### src/sv/gapc_pkg.sv
// Shared types and constants for the gap aiming PID controller.
// Used by the channel interfaces, the axis datapath, the top level and the checker.
package gapc_pkg;

  localparam int unsigned PixW   = 10;
  localparam int unsigned ErrW   = PixW + 1;   // signed pixel error
  localparam int unsigned DErrW  = ErrW + 1;   // signed error difference
  localparam int unsigned SumW   = 32;         // saturating error sum
  localparam int unsigned GainW  = 16;
  localparam int unsigned SpeedW = 15;
  localparam int unsigned VelW   = 16;
  localparam int unsigned CntW   = 4;
  localparam int unsigned CfgIdxW = 3;
  localparam int unsigned CfgDataW = 16;

  localparam int unsigned PropW = GainW + 1 + ErrW;
  localparam int unsigned DerW  = GainW + 1 + DErrW;
  localparam int unsigned IntW  = GainW + 1 + SumW;
  localparam int unsigned AccW  = IntW + 1;

  localparam logic [CntW-1:0] SEEN_LIMIT = 4'd10;
  localparam logic [CntW-1:0] SEEN_MAX   = 4'd15;

  localparam logic [GainW-1:0]  RST_GAIN_PROP     = 16'd2048;
  localparam logic [GainW-1:0]  RST_GAIN_INTEGRAL = 16'd20;
  localparam logic [GainW-1:0]  RST_GAIN_DERIV    = 16'd205;
  localparam logic [SpeedW-1:0] RST_SPEED_LIMIT   = 15'd1229;
  localparam logic [PixW-1:0]   RST_AIM_THRESHOLD = 10'd20;
  localparam logic [SpeedW-1:0] RST_GAP_SPEED     = 15'd410;
  localparam logic [PixW-1:0]   RST_AIM_CENTER_X  = 10'd476;
  localparam logic [PixW-1:0]   RST_AIM_CENTER_Y  = 10'd356;

  typedef enum logic [1:0] {
    MODE_HOVER = 2'd0,
    MODE_AIM   = 2'd1,
    MODE_FLY   = 2'd2
  } mode_e;

  typedef enum logic [CfgIdxW-1:0] {
    REG_GAIN_PROP     = 3'd0,
    REG_GAIN_INTEGRAL = 3'd1,
    REG_GAIN_DERIV    = 3'd2,
    REG_SPEED_LIMIT   = 3'd3,
    REG_AIM_THRESHOLD = 3'd4,
    REG_GAP_SPEED     = 3'd5,
    REG_AIM_CENTER_X  = 3'd6,
    REG_AIM_CENTER_Y  = 3'd7
  } cfg_reg_e;

  // pipeline load enables handed to the axis datapath
  typedef struct packed {
    logic load_prod;
    logic load_out;
  } pipe_ctl_t;

endpackage

### src/sv/gapc_axis.sv
// One axis of the PID: registered products, then sum and clamp into a result register.
// Depends on gapc_pkg.
module gapc_axis (
  input  logic                              clk_i,
  input  gapc_pkg::pipe_ctl_t               ctl_i,
  input  logic signed [gapc_pkg::ErrW-1:0]  err_i,
  input  logic signed [gapc_pkg::DErrW-1:0] derr_i,
  input  logic signed [gapc_pkg::SumW-1:0]  sum_i,
  input  logic [gapc_pkg::GainW-1:0]        gain_prop_i,
  input  logic [gapc_pkg::GainW-1:0]        gain_integral_i,
  input  logic [gapc_pkg::GainW-1:0]        gain_deriv_i,
  input  logic [gapc_pkg::SpeedW-1:0]       speed_limit_i,
  output logic signed [gapc_pkg::VelW-1:0]  vel_o
);

  logic signed [gapc_pkg::PropW-1:0] prop_q, prop_d;
  logic signed [gapc_pkg::DerW-1:0]  der_q, der_d;
  logic signed [gapc_pkg::IntW-1:0]  int_q, int_d;
  logic signed [gapc_pkg::AccW-1:0]  acc, lim_pos, lim_neg;
  logic signed [gapc_pkg::VelW-1:0]  vel_q, vel_d;

  // gains are unsigned: a zero sign bit keeps the signed multiply honest
  assign prop_d = signed'({1'b0, gain_prop_i}) * err_i;
  assign der_d  = signed'({1'b0, gain_deriv_i}) * derr_i;
  assign int_d  = signed'({1'b0, gain_integral_i}) * sum_i;

  always_ff @(posedge clk_i) begin
    if (ctl_i.load_prod) begin
      prop_q <= prop_d;
      der_q  <= der_d;
      int_q  <= int_d;
    end
  end

  always_comb begin
    acc = gapc_pkg::AccW'(prop_q) + gapc_pkg::AccW'(der_q) + gapc_pkg::AccW'(int_q);
    lim_pos = signed'({{(gapc_pkg::AccW - gapc_pkg::SpeedW){1'b0}}, speed_limit_i});
    lim_neg = -lim_pos;
    if (acc > lim_pos) begin
      vel_d = lim_pos[gapc_pkg::VelW-1:0];
    end else if (acc < lim_neg) begin
      vel_d = lim_neg[gapc_pkg::VelW-1:0];
    end else begin
      vel_d = acc[gapc_pkg::VelW-1:0];
    end
  end

  always_ff @(posedge clk_i) begin
    if (ctl_i.load_out) begin
      vel_q <= vel_d;
    end
  end

  assign vel_o = vel_q;

endmodule

### config.mk
export PLATFORM = sky130hd
export DESIGN_NAME = gapc_axis
export DESIGN_NICKNAME = d
export VERILOG_FILES = /design/src/sv/gapc_pkg.sv /design/src/sv/gapc_axis.sv
export SDC_FILE = /design/constraint.sdc
export NUM_CORES = 2
export LEC_CHECK = 0
export BUFFER_PORTS_ARGS = -buffer_cell sky130_fd_sc_hd__buf_2
export CAP_MARGIN = 30
export CELL_PAD_IN_SITES_DETAIL_PLACEMENT = 0
export CELL_PAD_IN_SITES_GLOBAL_PLACEMENT = 2
export CORE_MARGIN = 3
export CORE_UTILIZATION = 34
export CTS_BUF_LIST = sky130_fd_sc_hd__clkbuf_8
export CTS_CLUSTER_SIZE = 8
export DETAILED_ROUTE_END_ITERATION = 16
export PLACE_DENSITY_LB_ADDON = 0.15
export SYNTH_ARGS = -nofsm -noshare
export SYNTH_HDL_FRONTEND = slang
export SYNTH_SLANG_ARGS = --single-unit
### constraint.sdc
create_clock -name clk_i -period 6.4 [get_ports clk_i]
set_input_delay 0.64 -clock clk_i [delete_from_list [all_inputs] [get_ports clk_i]]
set_output_delay 0.64 -clock clk_i [all_outputs]
set_load 0.01 [all_outputs]
==> flow_metrics.py <==
metrics = {
    "synthesis": {
        "synth_fp_nets": 5730,
        "synth_xor_area_share_pct": 2.93,
        "synthSimpleGateAreaFrac_pct": 16.0,
        "muxShareOfSynthArea_pct": 0.578,
        "synth-main-ff-cell": "edfxtp_1",
        "yosys_warnings": 0,
        "ys_async_sr_fraction_pct": 0,
        "synth.avg_cell_area_um2": 9.08,
        "synth_cell_types": 75,
        "yosys_register_bits": 122,
        "seq_area_frac_synth_pct": 9.15,
        "synth_edf_count": 122,
        "syn_inst": 4407,
        "synth-compound-area-share_pct": 8.07,
        "netlist_area_um2": 40000,
        "synth_top_family_by_area": "adder cells",
        "synthAdderAreaFrac_pct": 52.7,
    },
    "cts": {
        "cts_root_buf": "clkbuf_8",
        "holdBufCountCts": 0,
        "cts.sinks": 122,
        "clk_pin_slew_ns": 0.08,
        "cts_tree": "done",
        "cts_buffer_depth": 2,
        "h-tree-depth": 4,
        "clock_latency_ns": 0.50,
        "cts_buffers": 17,
    },
    "setup_path": {
        "cp_num_buf_inv": 6,
        "arrival_ns": 6.50,
        "end_kind": "flop",
        "required_ns": 6.64,
        "start_kind": "input pin",
        "cpMostUsedCell": "fa_1",
        "crit_family": "adder cells",
        "rrSetupSlack_ns": 0.35,
        "crit_fanout": 7,
        "critical-path-max-stage-delay_ns": 0.55,
        "crit_path_top_delay_cell": "fa_1",
        "critical_path_class": "in2reg",
    },
    "global_route": {
        "overflow": 0,
        "grt_pass1_wl_um": 179000,
        "grt_pass1_vias": 32623,
        "grt_max_degree": 68,
        "grt_usage_pct": 18.5,
        "antenna_found_initial": 2,
    },
    "final_layout": {
        "fin_area_um2": 46500,
        "num_antenna_cells": 0,
        "layout.nets": 6152,
        "multiInputGateArea_um2": 32600,
        "fillers": 11930,
        "drive_gt1_share_pct": 14.9,
        "syn_to_final_growth_pct": 16.3,
        "seq_area_um2": 3660,
    },
    "route": {
        "dr_wl_met2_um": 52600,
        "viasPerCell": 4.68,
        "top_layer": "met4",
        "routed_wl_um": 109000,
        "first_iter_violations": 1085,
        "ant_nets": 0,
        "wl_met3_um": 2070,
        "firstDrtPassIters": 5,
        "drc": 0,
        "met1Wirelength_um": 53100,
        "wl_per_cell_um": 17.2,
        "num_vias": 29770,
    },
    "timing": {
        "fin_skew_ns": 0.0271,
        "period_share_pct": 97.8,
        "clock.fmax_mhz": 160,
        "setup_violations": 0,
        "final.min_clock_period_ns": 6.26,
        "rsz0062_at_grt": "yes",
        "drv_slew": 0,
        "tightest_slew_ns": 0.843,
        "setup_tns_ns": 0,
        "hold_viol_final": 0,
        "relSlewSlack_pct": 43.8,
    },
    "floorplanning": {
        "die_h_um": 349,
        "row_count": 125,
        "start_util_pct": 34.3,
        "die_area_um2": 122000,
        "die_x_um": 349,
        "io_pins": 137,
        "core_um2": 117000,
    },
    "run_status": {
        "outcome": "finished clean",
    },
    "place": {
        "gp_congestion": 0.835,
        "dpl_cell_area_um2": 45200,
        "portBuffers": 136,
        "dpl.hpwl_um": 97500,
    },
    "run": {
        "drv_cap": 0,
    },
    "worst_hold_path": {
        "holdCritPathClass": "in2reg",
    },
}
-- metal layers --
metal | GRT usage [%] | up-vias
met1 | 26.2 | 15003
met5 | 0 | -
met2 | 31.7 | 259
met3 | 1.40 | 46
li1 | - | 14462
met4 | 2.47 | 0
-- tightest hold or removal path: stages --
cell	delay, ns
buf_2	0.12
nand3_1	0.09
o211ai_2	0.06
-- per-stage QoR --
step | utilization [%] | worst slack [ns] | cells | hold WS, ns
finish | 39.9 | 0.140 | 6366 | 0.537
global route | 39.9 | -0.0496 | 6366 | 0.518
CTS | 39.3 | 0.00362 | 6342 | 0.487
detailed placement | 38.8 | -0.774 | 6304 | 0.879
global placement | 38.8 | -0.739 | 6304 | 0.881
floorplan | - | -0.0671 | 4407 | 0.737
-- cell type report --
class	instances	share of cell area, %
multi-input combinational	3163	70.0
timing repair buffer	577	9.52
sequential	122	7.87
inverter	948	7.65
tap	1524	4.10
clock buffer	17	0.503
clock inverter	15	0.379
-- placed cells by master, fill, tap and decap left out, types with 114 or more instances in the layout --
cell type,Yosys,routed
inv_1,948,944
fa_1,806,790
nand2_1,595,592
buf_4,1,413
ha_1,396,385
and2_1,348,344
a21oi_1,154,145
nor2_1,124,123
edfxtp_1,122,122
buf_2,1,114
-- cell usage after synthesis (all sizes together) (33+ instances only) --
cell | n | share of area, %
and2 | 348 | 5.4
nand2b | 44 | 0.69
ha | 396 | 12
o21ai | 77 | 0.96
xnor2 | 101 | 2.2
nor2 | 124 | 1.2
xor2 | 33 | 0.72
o211ai | 36 | 0.79
a21oi | 154 | 1.9
fa | 806 | 40
inv | 948 | 8.9
a21o | 55 | 1.0
clkbuf | 169 | 1.6
edfxtp | 122 | 9.2
nand3 | 33 | 0.41
nand2 | 595 | 5.6
nor3 | 38 | 0.48
-- path summary, 6_finish.rpt --
check                                       from  cells after the start         to
worst max register to register          int_q[1]                     21   vel_o[0]
worst min-delay path            speed_limit_i[6]                      3   vel_o[6]
worst max-delay path                   sum_i[10]                     25  int_q[45]
worst min register to register         prop_q[0]                      3   vel_o[0]
-- registers in the layout, summed over array words and instances (netlist names) --
| signal | flops |
|---|---|
| vel_o | 16 |
| int_q | 49 |
| prop_q | 28 |
| der_q | 29 |
-- logic make-up (layout without fill, tap and decap cells) --
| group | after synthesis | in the layout |
|---|---|---|
| multiplexers | 23 | 23 |
| flip-flops | 122 | 122 |
| XOR/XNOR | 134 | 134 |
| adder cells (fa/ha/maj) | 1202 | 1202 |
| buffers and inverters | 1122 | 1557 |
| AND/OR/NAND/NOR | 1315 | 1315 |
| AO/OA/AOI/OAI | 489 | 489 |
-- repair_timing --
item,in CTS,in global routing
pin swaps,11,58
endpoints found under the setup margin,9,29
setup buffers,5,23
endpoints found under the hold margin,0,0
resized for setup,21,144
cloned,1,4
Power is not shown: default switching activity piles up to over one toggle a cycle in this logic, so the estimate is an artifact.
